File: src/sv/kfc_pkg.sv
`timescale 1ns / 1ps
package kfc_pkg;

  localparam int OPERAND_BITS_DEF   = 32;
  localparam int DISPLAY_DIGITS_DEF = 6;
  localparam int KEY_W              = 5;
  localparam int BCD_W              = 24;
  localparam int LED_W              = 4;
  localparam int QDEPTH             = 2;

  localparam logic [KEY_W-1:0] KEY_DIGIT_MAX = 5'd9;
  localparam logic [KEY_W-1:0] KEY_ADD       = 5'd10;
  localparam logic [KEY_W-1:0] KEY_DIV       = 5'd13;
  localparam logic [KEY_W-1:0] KEY_EQUALS    = 5'd14;
  localparam logic [KEY_W-1:0] KEY_CLEAR     = 5'd15;

  localparam logic [2:0] OP_NONE  = 3'd0;
  localparam logic [2:0] OP_ADD   = 3'd1;
  localparam logic [2:0] OP_SUB   = 3'd2;
  localparam logic [2:0] OP_MUL   = 3'd3;
  localparam logic [2:0] OP_DIV   = 3'd4;
  localparam logic [2:0] OP_CLEAR = 3'd5;

  localparam logic [LED_W-1:0] LED_ADD = 4'h1;
  localparam logic [LED_W-1:0] LED_SUB = 4'h2;
  localparam logic [LED_W-1:0] LED_MUL = 4'h4;
  localparam logic [LED_W-1:0] LED_DIV = 4'h8;

  typedef enum logic [1:0] {
    CMD_DIGIT,
    CMD_OPER,
    CMD_EQUALS
  } cmd_kind_e;

  typedef struct packed {
    cmd_kind_e  kind;
    logic [3:0] arg;
  } cmd_t;

  typedef struct packed {
    logic valid;
    cmd_t cmd;
  } cmd_req_t;

  function automatic logic [LED_W-1:0] led_for(input logic [2:0] op);
    logic [LED_W-1:0] l;
    unique case (op)
      OP_ADD:  l = LED_ADD;
      OP_SUB:  l = LED_SUB;
      OP_MUL:  l = LED_MUL;
      OP_DIV:  l = LED_DIV;
      default: l = '0;
    endcase
    return l;
  endfunction

endpackage

File: src/sv/kfc_front.sv
`timescale 1ns / 1ps
module kfc_front import kfc_pkg::*; (
  input  logic             clk_i,
  input  logic             rst_ni,
  input  logic             push_i,
  input  logic [KEY_W-1:0] key_i,
  output logic             full_o,
  output cmd_req_t         req_o,
  input  logic             take_i
);

  cmd_t        mem_q [QDEPTH];
  logic        wr_q, wr_d, rd_q, rd_d;
  logic [1:0]  cnt_q, cnt_d;
  logic        acc, keep, deq;
  cmd_t        cmd;

  always_comb begin
    cmd  = '{kind: CMD_DIGIT, arg: key_i[3:0]};
    keep = 1'b1;
    priority if (key_i <= KEY_DIGIT_MAX) begin
      cmd.kind = CMD_DIGIT;
    end else if (key_i <= KEY_DIV) begin
      cmd.kind = CMD_OPER;
      cmd.arg  = {1'b0, key_i[2:0] - 3'd1};
    end else if (key_i == KEY_CLEAR) begin
      cmd.kind = CMD_OPER;
      cmd.arg  = {1'b0, OP_CLEAR};
    end else if (key_i == KEY_EQUALS) begin
      cmd.kind = CMD_EQUALS;
    end else begin
      keep = 1'b0;
    end
  end

  assign full_o = (cnt_q == 2'(QDEPTH));
  assign acc    = push_i && !full_o && keep;
  assign deq    = take_i && (cnt_q != '0);
  assign req_o  = '{valid: (cnt_q != '0), cmd: mem_q[rd_q]};

  always_comb begin
    wr_d  = wr_q ^ acc;
    rd_d  = rd_q ^ deq;
    cnt_d = cnt_q + 2'(acc) - 2'(deq);
  end

  always_ff @(posedge clk_i or negedge rst_ni) begin
    if (!rst_ni) begin
      wr_q  <= 1'b0;
      rd_q  <= 1'b0;
      cnt_q <= '0;
    end else begin
      wr_q  <= wr_d;
      rd_q  <= rd_d;
      cnt_q <= cnt_d;
    end
  end

  always_ff @(posedge clk_i) begin
    if (acc) begin
      mem_q[wr_q] <= cmd;
    end
  end

endmodule

File: src/sv/kfc_back.sv
`timescale 1ns / 1ps
module kfc_back import kfc_pkg::*; #(
  parameter int OPERAND_BITS   = OPERAND_BITS_DEF,
  parameter int DISPLAY_DIGITS = DISPLAY_DIGITS_DEF
) (
  input  logic             clk_i,
  input  logic             rst_ni,
  input  cmd_req_t         req_i,
  output logic             take_o,
  input  logic             pop_i,
  output logic             empty_o,
  output logic [BCD_W-1:0] display_bcd_o,
  output logic [LED_W-1:0] op_leds_o
);

  localparam int N  = OPERAND_BITS;
  localparam int BD = (N * 3) / 10 + 1;
  localparam int EW = BD * 4 + BCD_W;
  localparam int CW = $clog2(N + 1);

  localparam logic [2:0] S_IDLE = 3'd0;
  localparam logic [2:0] S_MUL  = 3'd1;
  localparam logic [2:0] S_DIV  = 3'd2;
  localparam logic [2:0] S_DFIX = 3'd3;
  localparam logic [2:0] S_BCD  = 3'd4;
  localparam logic [2:0] S_DONE = 3'd5;

  logic [2:0]       st_q, st_d;
  logic [N-1:0]     cur_q, cur_d, prev_q, prev_d, last_q, last_d;
  logic [2:0]       pend_q, pend_d;
  logic [LED_W-1:0] led_q, led_d;
  logic [N-1:0]     wa_q, wa_d, wb_q, wb_d, acc_q, acc_d;
  logic             neg_q, neg_d;
  logic [CW-1:0]    cnt_q, cnt_d;
  logic [N-1:0]     bin_q, bin_d;
  logic [BD*4-1:0]  bcd_q, bcd_d;
  logic             ov_q, ov_d;
  logic [BCD_W-1:0] disp_q, disp_d;
  logic [LED_W-1:0] oled_q, oled_d;

  logic             commit, show;
  logic [N-1:0]     cval, sval;
  logic [N:0]       trial;
  logic [BD*4-1:0]  adj;
  logic [EW-1:0]    ext;
  logic             last_it, out_free;

  function automatic logic [N-1:0] mag(input logic [N-1:0] v);
    return v[N-1] ? (~v + N'(1)) : v;
  endfunction

  assign last_it  = (cnt_q == CW'(N - 1));
  assign out_free = !ov_q || pop_i;
  assign trial    = {acc_q, wa_q[N-1]} - {1'b0, wb_q};

  always_comb begin
    adj = bcd_q;
    for (int i = 0; i < BD; i++) begin
      if (bcd_q[i*4+:4] >= 4'd5) adj[i*4+:4] = bcd_q[i*4+:4] + 4'd3;
    end
    ext    = EW'(bcd_q);
    disp_d = '0;
    for (int i = 0; i < BCD_W / 4; i++) begin
      if (i < DISPLAY_DIGITS) disp_d[i*4+:4] = ext[i*4+:4];
    end
  end

  always_comb begin
    st_d = st_q; cur_d = cur_q; prev_d = prev_q; last_d = last_q;
    pend_d = pend_q; led_d = led_q;
    wa_d = wa_q; wb_d = wb_q; acc_d = acc_q; neg_d = neg_q; cnt_d = cnt_q;
    bin_d = bin_q; bcd_d = bcd_q;
    ov_d = ov_q && !pop_i; oled_d = oled_q;
    take_o = 1'b0; commit = 1'b0; cval = '0; show = 1'b0; sval = '0;

    unique case (st_q)
      S_IDLE: begin
        if (req_i.valid) begin
          take_o = 1'b1;
          unique case (req_i.cmd.kind)
            CMD_DIGIT: begin
              cur_d = {cur_q[N-4:0], 3'b0} + {cur_q[N-2:0], 1'b0}
                      + N'(req_i.cmd.arg);
              show = 1'b1; sval = cur_d;
            end
            CMD_OPER: begin
              prev_d = cur_q;
              cur_d  = '0;
              pend_d = req_i.cmd.arg[2:0];
              led_d  = led_for(req_i.cmd.arg[2:0]);
              show = 1'b1; sval = cur_q;
            end
            CMD_EQUALS: begin
              unique case (pend_q)
                OP_ADD:  begin commit = 1'b1; cval = prev_q + cur_q; end
                OP_SUB:  begin commit = 1'b1; cval = prev_q - cur_q; end
                OP_CLEAR: begin commit = 1'b1; cval = '0; end
                OP_MUL: begin
                  wa_d = prev_q; wb_d = cur_q; acc_d = '0; cnt_d = '0;
                  st_d = S_MUL;
                end
                OP_DIV: begin
                  if (cur_q == '0) begin
                    commit = 1'b1; cval = '0;
                  end else begin
                    wa_d = mag(prev_q); wb_d = mag(cur_q); acc_d = '0;
                    neg_d = prev_q[N-1] ^ cur_q[N-1]; cnt_d = '0;
                    st_d = S_DIV;
                  end
                end
                default: begin commit = 1'b1; cval = last_q; end
              endcase
            end
            default: ;
          endcase
        end
      end
      S_MUL: begin
        if (wb_q[0]) acc_d = acc_q + wa_q;
        wa_d  = {wa_q[N-2:0], 1'b0};
        wb_d  = {1'b0, wb_q[N-1:1]};
        cnt_d = cnt_q + CW'(1);
        if (last_it) begin
          commit = 1'b1; cval = acc_d;
        end
      end
      S_DIV: begin
        if (!trial[N]) acc_d = trial[N-1:0];
        else           acc_d = {acc_q[N-2:0], wa_q[N-1]};
        wa_d  = {wa_q[N-2:0], !trial[N]};
        cnt_d = cnt_q + CW'(1);
        if (last_it) st_d = S_DFIX;
      end
      S_DFIX: begin
        commit = 1'b1;
        cval   = neg_q ? (~wa_q + N'(1)) : wa_q;
      end
      S_BCD: begin
        bcd_d = {adj[BD*4-2:0], bin_q[N-1]};
        bin_d = {bin_q[N-2:0], 1'b0};
        cnt_d = cnt_q + CW'(1);
        if (last_it) st_d = S_DONE;
      end
      S_DONE: begin
        if (out_free) begin
          ov_d = 1'b1; oled_d = led_q;
          st_d = S_IDLE;
        end
      end
      default: st_d = S_IDLE;
    endcase

    if (commit) begin
      cur_d = cval; prev_d = '0; last_d = cval;
      pend_d = OP_NONE; led_d = '0;
      show = 1'b1; sval = cval;
    end
    if (show) begin
      bin_d = mag(sval); bcd_d = '0; cnt_d = '0;
      st_d = S_BCD;
    end
  end

  always_ff @(posedge clk_i or negedge rst_ni) begin
    if (!rst_ni) begin
      st_q <= S_IDLE; cur_q <= '0; prev_q <= '0; last_q <= '0;
      pend_q <= OP_NONE; led_q <= '0; cnt_q <= '0; ov_q <= 1'b0;
    end else begin
      st_q <= st_d; cur_q <= cur_d; prev_q <= prev_d; last_q <= last_d;
      pend_q <= pend_d; led_q <= led_d; cnt_q <= cnt_d; ov_q <= ov_d;
    end
  end

  always_ff @(posedge clk_i) begin
    wa_q <= wa_d; wb_q <= wb_d; acc_q <= acc_d; neg_q <= neg_d;
    bin_q <= bin_d; bcd_q <= bcd_d;
    if (st_q == S_DONE && out_free) begin
      disp_q <= disp_d;
      oled_q <= oled_d;
    end
  end

  assign empty_o       = !ov_q;
  assign display_bcd_o = disp_q;
  assign op_leds_o     = oled_q;

  a_commit_clears : assert property (@(posedge clk_i) disable iff (!rst_ni)
    commit |=> (pend_q == OP_NONE) && (prev_q == '0) && (led_q == '0))
    else $error("equals left state behind");
  a_led_onehot : assert property (@(posedge clk_i) disable iff (!rst_ni)
    $onehot0(led_q))
    else $error("led pattern not one-hot");
  a_done_holds : assert property (@(posedge clk_i) disable iff (!rst_ni)
    (st_q == S_DONE) && ov_q && !pop_i |=> (st_q == S_DONE) && ov_q)
    else $error("result overwritten");
  a_take_idle : assert property (@(posedge clk_i) disable iff (!rst_ni)
    take_o |-> (st_q == S_IDLE) && req_i.valid)
    else $error("command taken while busy");

endmodule

File: src/sv/keypad_four_function_calculator_unit.sv
`timescale 1ns / 1ps
// channel  | ports                              | handshake
// key in   | key_i                              | push, full
// result   | display_bcd_o, op_leds_o           | pop, empty
//
// Digit and operation keys pass through the double-dabble BCD converter
// (one bit per cycle). Equals with mul or div first runs the shift-add /
// restoring unit. Reset clears the operands, pending op and op LED state,
// but not the op_leds_o output register. A two-entry key queue
// lets keys in while the back end works or a result waits for pop.
module keypad_four_function_calculator_unit import kfc_pkg::*; #(
  parameter int OPERAND_BITS   = OPERAND_BITS_DEF,
  parameter int DISPLAY_DIGITS = DISPLAY_DIGITS_DEF
) (
  input  logic             clk_i,
  input  logic             rst_ni,
  input  logic             push,
  output logic             full,
  input  logic [KEY_W-1:0] key_i,
  input  logic             pop,
  output logic             empty,
  output logic [BCD_W-1:0] display_bcd_o,
  output logic [LED_W-1:0] op_leds_o
);

  cmd_req_t req;
  logic     take;

  kfc_front u_front (
    .clk_i  (clk_i),
    .rst_ni (rst_ni),
    .push_i (push),
    .key_i  (key_i),
    .full_o (full),
    .req_o  (req),
    .take_i (take)
  );

  kfc_back #(
    .OPERAND_BITS   (OPERAND_BITS),
    .DISPLAY_DIGITS (DISPLAY_DIGITS)
  ) u_back (
    .clk_i         (clk_i),
    .rst_ni        (rst_ni),
    .req_i         (req),
    .take_o        (take),
    .pop_i         (pop),
    .empty_o       (empty),
    .display_bcd_o (display_bcd_o),
    .op_leds_o     (op_leds_o)
  );

endmodule
File: config.mk
export PLATFORM = sky130hd
export DESIGN_NAME = keypad_four_function_calculator_unit
export DESIGN_NICKNAME = d
export VERILOG_FILES = /design/src/sv/kfc_pkg.sv /design/src/sv/kfc_front.sv /design/src/sv/kfc_back.sv /design/src/sv/keypad_four_function_calculator_unit.sv
export SDC_FILE = /design/constraint.sdc
export NUM_CORES = 1
export LEC_CHECK = 0
export BUFFER_PORTS_ARGS = -buffer_cell sky130_fd_sc_hd__buf_2
export CORE_MARGIN = 5
export CORE_UTILIZATION = 54
export CTS_BUF_LIST = sky130_fd_sc_hd__clkbuf_4 sky130_fd_sc_hd__clkbuf_8
export DETAILED_ROUTE_END_ITERATION = 6
export GPL_TIMING_DRIVEN = 0
export HOLD_SLACK_MARGIN = 0.03
export PLACE_DENSITY = 0.72
export SLEW_MARGIN = 20
export SYNTH_ARGS = -nofsm -noshare
export SYNTH_HDL_FRONTEND = slang
export SYNTH_SLANG_ARGS = --single-unit
File: constraint.sdc
create_clock -name clk_i -period 7.35 [get_ports clk_i]
set_input_delay 1.47 -clock clk_i [delete_from_list [all_inputs] [get_ports clk_i]]
set_output_delay 1.47 -clock clk_i [all_outputs]
set_load 0.1 [all_outputs]
==> metrics.csv, run 1 <==
stage,metric,value,unit
routing,drc,0,
synthesis,synth_top_area_share,19.7,%
timing,max_freq,142,MHz
routing,vias,24900,
synthesis,yosys_warnings,0,
worst_setup_path,end_kind,flip-flop,
layout,synthToLayoutAreaGrowth,9.44,%
synthesis,yosysSeqAreaShare,32.9,%
grt,grt_max_degree,88,
synthesis,yosys_register_bits,310,
outcome,outcome,"finished, final reports clean",
place,gp_congestion,0.972,
die,num_rows,80,
worst_setup_path,worst_setup_path_start_kind,flip-flop,
power,peakVddDrop,0.324,mV
worst_setup_path,path_common_cell,clkbuf_1,
worst_setup_path,crit_type,reg -> reg,
timing,finalSetupViolCount,0,
die,core,47500,sq um
timing,rsz0062_at_grt,no,
synthesis,ys_types,97,
die,start_util,54.3,%
worst_setup_path,path_cells,clkbuf_1 -> nor3b_2 -> clkbuf_2 -> clkbuf_1 -> nor2_1 -> xnor2_1 -> ha_1 -> clkbuf_1 -> a21o_1 -> a31o_2 -> a311o_1 -> a2111o_1 -> o21ai_1 -> nor4_1 -> or4b_1 -> a211oi_2 -> nand4_1 -> or3_4 -> a221oi_2 -> a31oi_1,
timing,timing.final.hold_violations,0,
synthesis,async_flop_share,37.7,%
synthesis,ys_top_cells_by_count,"393 x nand2_1, 239 x nor2_1, 203 x o21ai_0",
die,io_pins,39,
synthesis,synth_area,25800,sq um
clock_tree,clk_path_buf_depth,3,
worst_setup_path,cpMaxStageDelayCell,or4b_1,
timing,max_slew_margin,21.4,%
grt,gr-total-overflow,0,
routing,viasPerCell,6.56,
die,die_h,229,um
timing,setup_ws,302,ps
place,dp.cells,3690,
synthesis,yosysMostFrequentCell,nand2_1,
routing,drt_iter0_drc,2554,
power,leakagePower,12.2,nW
routing,first_pass_iters,5,
die,die_w,229,um
clock_tree,clk_latency,690,ps
synthesis,ys_top_cells_by_area,"edfxtp_1 20%, dfrtp_1 11%, ha_1 8.6%",
layout,layout.nets,3324,
place,port_buffers,38,
routing,routedWlPerCell,24.8,um
clock_tree,numCtsBuffers,54,
place,dp_slack,-687,ps
die,die_area,52300,sq um
synthesis,yosys.area.top_type,edfxtp_1,
grt,grt_usage,34.7,%
timing,fin_crit,7050,ps
timing,drv_slew,0,
clock_tree,root_buffer,clkbuf_8,
worst_setup_path,cp.arrival,7440,ps
clock_tree,clkTransAtPathRegs,70,ps
synthesis,syn-mean-instance-area,8.53,sq um
worst_setup_path,max_stage_delay,640,ps
clock_tree,ctsHtreeMaxLevel,2,
hold_path,hold_class,reg -> reg,
grt,grt_first_pass_wirelength,142000,um
layout,layout.cells.non_filler,3793,
place,dp_hpwl,75000,um
synthesis,synthesis.nets,3218,
timing,fin_skew,59.4,ps
clock_tree,cts_tree,built,
flow_run,cap_violations,0,
layout,drive_gt1_share,7.24,%
synthesis,netlist_instances,3026,
grt,grt_pass1_vias,23700,
routing,ant_nets,0,
routing,routed_wl,94100,um
worst_setup_path,required,7740,ps
power,powerDensity,527,nW/um^2
worst_setup_path,worst-path-max-fanout,10,
clock_tree,cts_sinks,310,
timing,min_period_over_period,95.9,%
synthesis,synth_edf_count,169,
timing,worstMarginPinSlew,1170,ps
grt,antenna_found_initial,3,
synthesis,ys.flop_type,edfxtp_1,
layout,num_antenna_cells,0,
-- path summary, 6_finish.rpt --
| path | from | end | slack [ps] | cells after the start |
|---|---|---|---|---|
| setup / recovery | u_back.pend_q[1] | u_back.bin_q[28] | 300 | 20 |
| hold / removal | u_back.led_q[1] | u_back.op_leds_o[1] | 450 | 0 |
| setup reg to reg | u_back.pend_q[1] | u_back.bin_q[28] | 300 | 20 |
| hold reg to reg | u_back.led_q[1] | u_back.op_leds_o[1] | 450 | 0 |
| max in group asynchronous | rst_ni | u_back.cur_q[4] | 5890 | 2 |
| min in group asynchronous | rst_ni | u_back.last_q[12] | 660 | 1 |
-- cells by family (layout without fill, tap and decap cells) --
group | after synthesis | after routing | synth area share, %
and+or+nand+nor | 1058 | 1058 | 19.7
AOI/OAI and AO/OA | 913 | 913 | 24.0
DFF | 310 | 310 | 32.9
buffers and inverters | 264 | 416 | 3.90
xor gates and xnor gates | 216 | 216 | 7.33
adders and majority gates | 183 | 183 | 9.02
muxes | 82 | 82 | 3.24
-- registers in the layout (all words and copies together) (netlist names), 6 cells and up --
register              flops
u_back.acc_q             32
u_back.bin_q             32
u_back.cur_q             32
u_back.last_q            32
u_back.prev_q            32
u_back.wa_q              32
u_back.wb_q              32
u_back.bcd_q             24
u_back.display_bcd_o     24
u_front.mem_q            12
u_back.cnt_q              6
-- layer usage --
metal / vias up / wire length (um) / GRT usage (%)
li1: 11500 / - / -
met4: 2 / 4230 / 14.6
met3: 190 / 8910 / 4.99
met2: 1241 / 41800 / 54.4
met5: - / 12 / 0
met1: 12000 / 39200 / 48.4
-- stage by stage --
step	area [sq um]	utilization (%)	total power, W	hold WS [ps]	TNS [ps]
final	28200	59.4	0.0149	448	0
after global routing	28200	59.4	0.0158	469	0
after detailed placement	27000	56.7	0.0128	433	-11560
after floorplan	25800	-	0.0101	425	0
after CTS	28200	59.3	0.0146	449	0
after global placement	26800	56.3	0.0125	431	-40620
-- where the power goes --
part / total (W) / internal, W / switching (W)
registers: 0.00348 / 0.00273 / 0.000744
clock network: 0.00182 / 0.00100 / 0.000816
logic: 0.00958 / 0.00331 / 0.00627
-- what timing repair did --
action | 4_1_cts | 5_1_grt
hold buffers | 0 | 0
setup buffers | 1 | 0
gates resized for setup | 2 | 8
pin swaps | 1 | 0
endpoints found under the setup margin | 25 | 31
-- critical path: cells and delay by family, from the launching register on --
kind,cells,cell delay [ps]
flops,1,400
xor+xnor,1,160
buf+inv,4,1600
fa+ha+maj,1,290
simple gates,6,1930
compound gates,8,2380
-- cell usage in the layout (no fill, tap or decap), types with 32 or more instances in the layout --
cell type / n
edfxtp_1: 169
nand2_1: 392
o21a_1: 36
o21ai_0: 203
mux2i_1: 69
a21oi_1: 194
ha_1: 178
clkbuf_1: 144
clkbuf_8: 54
nand4_1: 37
xor2_1: 78
xnor2_1: 138
a21o_1: 76
o22ai_1: 32
nor2_1: 238
inv_1: 103
buf_2: 48
nand3_1: 73
dfrtp_1: 117
nor3_1: 62
and3_1: 36
-- area by class of cell --
| type | instances | area [sq um] |
|---|---|---|
| clock buffers | 64 | 818 |
| inverters | 103 | 387 |
| well taps | 615 | 769 |
| flip-flops and latches | 310 | 8480 |
| repair buffers | 50 | 365 |
| multi-input cells | 2452 | 16400 |
| clock inverters | 38 | 389 |
| fillers | 4328 | 19300 |
| plain buffers | 161 | 621 |
Power figures use the tool's default switching activity.
==> run 2: changes to the inputs <==
- CELL_PAD_IN_SITES_DETAIL_PLACEMENT: not set -> 1
- CELL_PAD_IN_SITES_GLOBAL_PLACEMENT: not set -> 1
- CORE_UTILIZATION: 54 -> 51
- PLACE_DENSITY: 0.72 -> 0.85
==> run 2 against run 1 <==
  * Power grew 2.8%
  * Setup slack improved by 65 ps
  * Combinational power grew 3.9%
  * Critical path depth increased by 3
  * Critical path type unchanged
  * Largest cell class unchanged
  * Largest power group unchanged
==> metrics.csv, run 2 (same netlist as run 1, synthesis figures left out) <==
stage,metric,value,unit,change
timing,max_slew_margin,17.4,%,was 21.4%
worst_setup_path,worst_setup_path_start_kind,flip-flop,,unchanged
timing,setup_ws,368,ps,was 302 ps
clock_tree,clkTransAtPathRegs,60,ps,was 70 ps
place,gp_congestion,0.980,,was 0.972
routing,drt_iter0_drc,2092,,was 2554
worst_setup_path,crit_path_start,u_back.cur_q[0],,was u_back.pend_q[1]
timing,max_freq,143,MHz,was 142 MHz
grt,grt_first_pass_wirelength,158000,um,was 142000 um
worst_setup_path,crit_path_end,u_back.bin_q[28],,unchanged
worst_setup_path,required,7700,ps,was 7740 ps
routing,ant_nets,0,,unchanged
die,die_w,235,um,was 229 um
power,powerDensity,539,nW/um^2,was 527 nW/um^2
worst_setup_path,r2r_slack,370,ps,was 300 ps
place,dp_slack,-821,ps,was -687 ps
timing,holdWs,456,ps,was 448 ps
die,die_area,55200,sq um,was 52300 sq um
worst_setup_path,rr_worst_depth,23,,was 20
routing,drc,0,,unchanged
grt,antenna_found_initial,3,,unchanged
die,start_util,51.5,%,was 54.3%
timing,timing.final.hold_violations,0,,unchanged
grt,grt_max_degree,79,,was 88
worst_setup_path,end_kind,flip-flop,,unchanged
routing,routed_wl,105000,um,was 94100 um
clock_tree,clk_latency,660,ps,was 690 ps
timing,min_period_over_period,95.0,%,was 95.9%
routing,routedWlPerCell,27.4,um,was 24.8 um
outcome,outcome,"finished, final reports clean",,unchanged
clock_tree,root_buffer,clkbuf_8,,unchanged
hold_path,hold_class,reg -> reg,,unchanged
routing,vias,25400,,was 24900
worst_setup_path,r2r_end,u_back.bin_q[28],,unchanged
flow_run,cap_violations,0,,unchanged
layout,drive_gt1_share,7.64,%,was 7.24%
place,dp_hpwl,84200,um,was 75000 um
clock_tree,clk_path_buf_depth,3,,unchanged
clock_tree,numCtsBuffers,55,,was 54
timing,worstMarginPinSlew,1230,ps,was 1170 ps
grt,grt_pass1_vias,26000,,was 23700
timing,tns,0,ps,unchanged
place,place_area,27100,sq um,was 27000 sq um
grt,gr-total-overflow,0,,unchanged
layout,finalInstanceArea,28400,sq um,was 28200 sq um
die,core,50100,sq um,was 47500 sq um
timing,fin_crit,6980,ps,was 7050 ps
die,die_h,235,um,was 229 um
layout,utilization,56.7,%,was 59.4%
timing,rsz0062_at_grt,no,,unchanged
power,peakVddDrop,0.331,mV,was 0.324 mV
layout,final_common_cell,nand2_1,,unchanged
routing,viasPerCell,6.60,,was 6.56
clock_tree,cts_tree,built,,unchanged
layout,synthToLayoutAreaGrowth,10.0,%,was 9.44%
clock_tree,ctsHtreeMaxLevel,2,,unchanged
layout,layout.nets,3328,,was 3324
layout,most-common-layout-cells,"392 x nand2_1, 238 x nor2_1, 203 x o21ai_0, 194 x a21oi_1, 178 x ha_1",,unchanged
worst_setup_path,cp.arrival,7340,ps,was 7440 ps
clock_tree,cts_sinks,310,,unchanged
worst_setup_path,r2r_start,u_back.cur_q[0],,was u_back.pend_q[1]
timing,drv_slew,0,,unchanged
die,io_pins,39,,unchanged
timing,fin_skew,20.7,ps,was 59.4 ps
hold_path,hold-path-cell-count,0,,unchanged
worst_setup_path,worst-path-max-fanout,10,,unchanged
die,num_rows,82,,was 80
grt,grt_usage,36.6,%,was 34.7%
routing,first_pass_iters,6,,was 5
place,port_buffers,38,,unchanged
timing,finalSetupViolCount,0,,unchanged
power,leakagePower,12.2,nW,about the same
layout,num_antenna_cells,0,,unchanged
worst_setup_path,crit_type,reg -> reg,,unchanged
==> run 2: power by group <==
part / switching (W) / internal, W / total, W
registers: 0.000770 / 0.00273 / 0.00350
logic: 0.00660 / 0.00335 / 0.00995
clock network: 0.000799 / 0.00104 / 0.00184
==> run 2: repair_timing <==
action                     CTS  global route
gates cloned                 0             0
gates resized for setup      5             6
buffers inserted             2             1
hold buffers                 0             0
setup endpoints to repair   30            31
pin swaps                    1             1
==> run 2: final cells by class <==
class,count,area [sq um]
Tap cell,672,841
Clock inverter,25,283
Fill cell,6001,21700
Buffer,160,617
Inverter,103,387
Sequential cell,310,8480
Multi-Input combinational cell,2452,16400
Timing Repair Buffer,54,410
Clock buffer,78,942
==> run 2: stage by stage <==
step | cells | total power, W
6_report | 3854 | 0.0153
4_1_cts | 3854 | 0.0151
3_3_place_gp | 3736 | 0.0126
2_1_floorplan | 3026 | 0.0101
3_5_place_dp | 3749 | 0.0131
5_1_grt | 3854 | 0.0162
==> run 2: how the worst min path moves through the flow <==
stage                         start                   to
floorplan           u_back.led_q[1]  u_back.op_leds_o[1]
global placement    u_back.led_q[3]  u_back.op_leds_o[3]
detailed placement  u_back.led_q[3]  u_back.op_leds_o[3]
CTS                 u_back.led_q[3]  u_back.op_leds_o[3]
global route        u_back.led_q[0]  u_back.op_leds_o[0]
finish              u_back.led_q[0]  u_back.op_leds_o[0]
==> run 2: critical path, stage by stage, from the launching register on <==
cell	delay, ps
dfrtp_1	520
inv_1	330
ha_1	310
and3b_1	180
clkbuf_1	240
nand2_1	210
nor3_2	350
nor3b_2	410
nand2_1	110
nor3_1	200
nor2_1	80
xnor2_1	150
ha_1	290
clkbuf_1	350
nand4_1	290
or3_1	410
nor4_1	410
o21a_1	180
o31ai_1	200
a221oi_2	480
nand4_1	230
or3_4	410
a221oi_2	240
a31oi_1	60
==> run 2: layer usage <==
layer	GRT usage, %	wire [um]	vias up
met1	47.3	43300	12800
met5	0	11	-
met3	5.92	7780	281
li1	-	-	11500
met2	59.6	48300	949
met4	18.4	6080	2
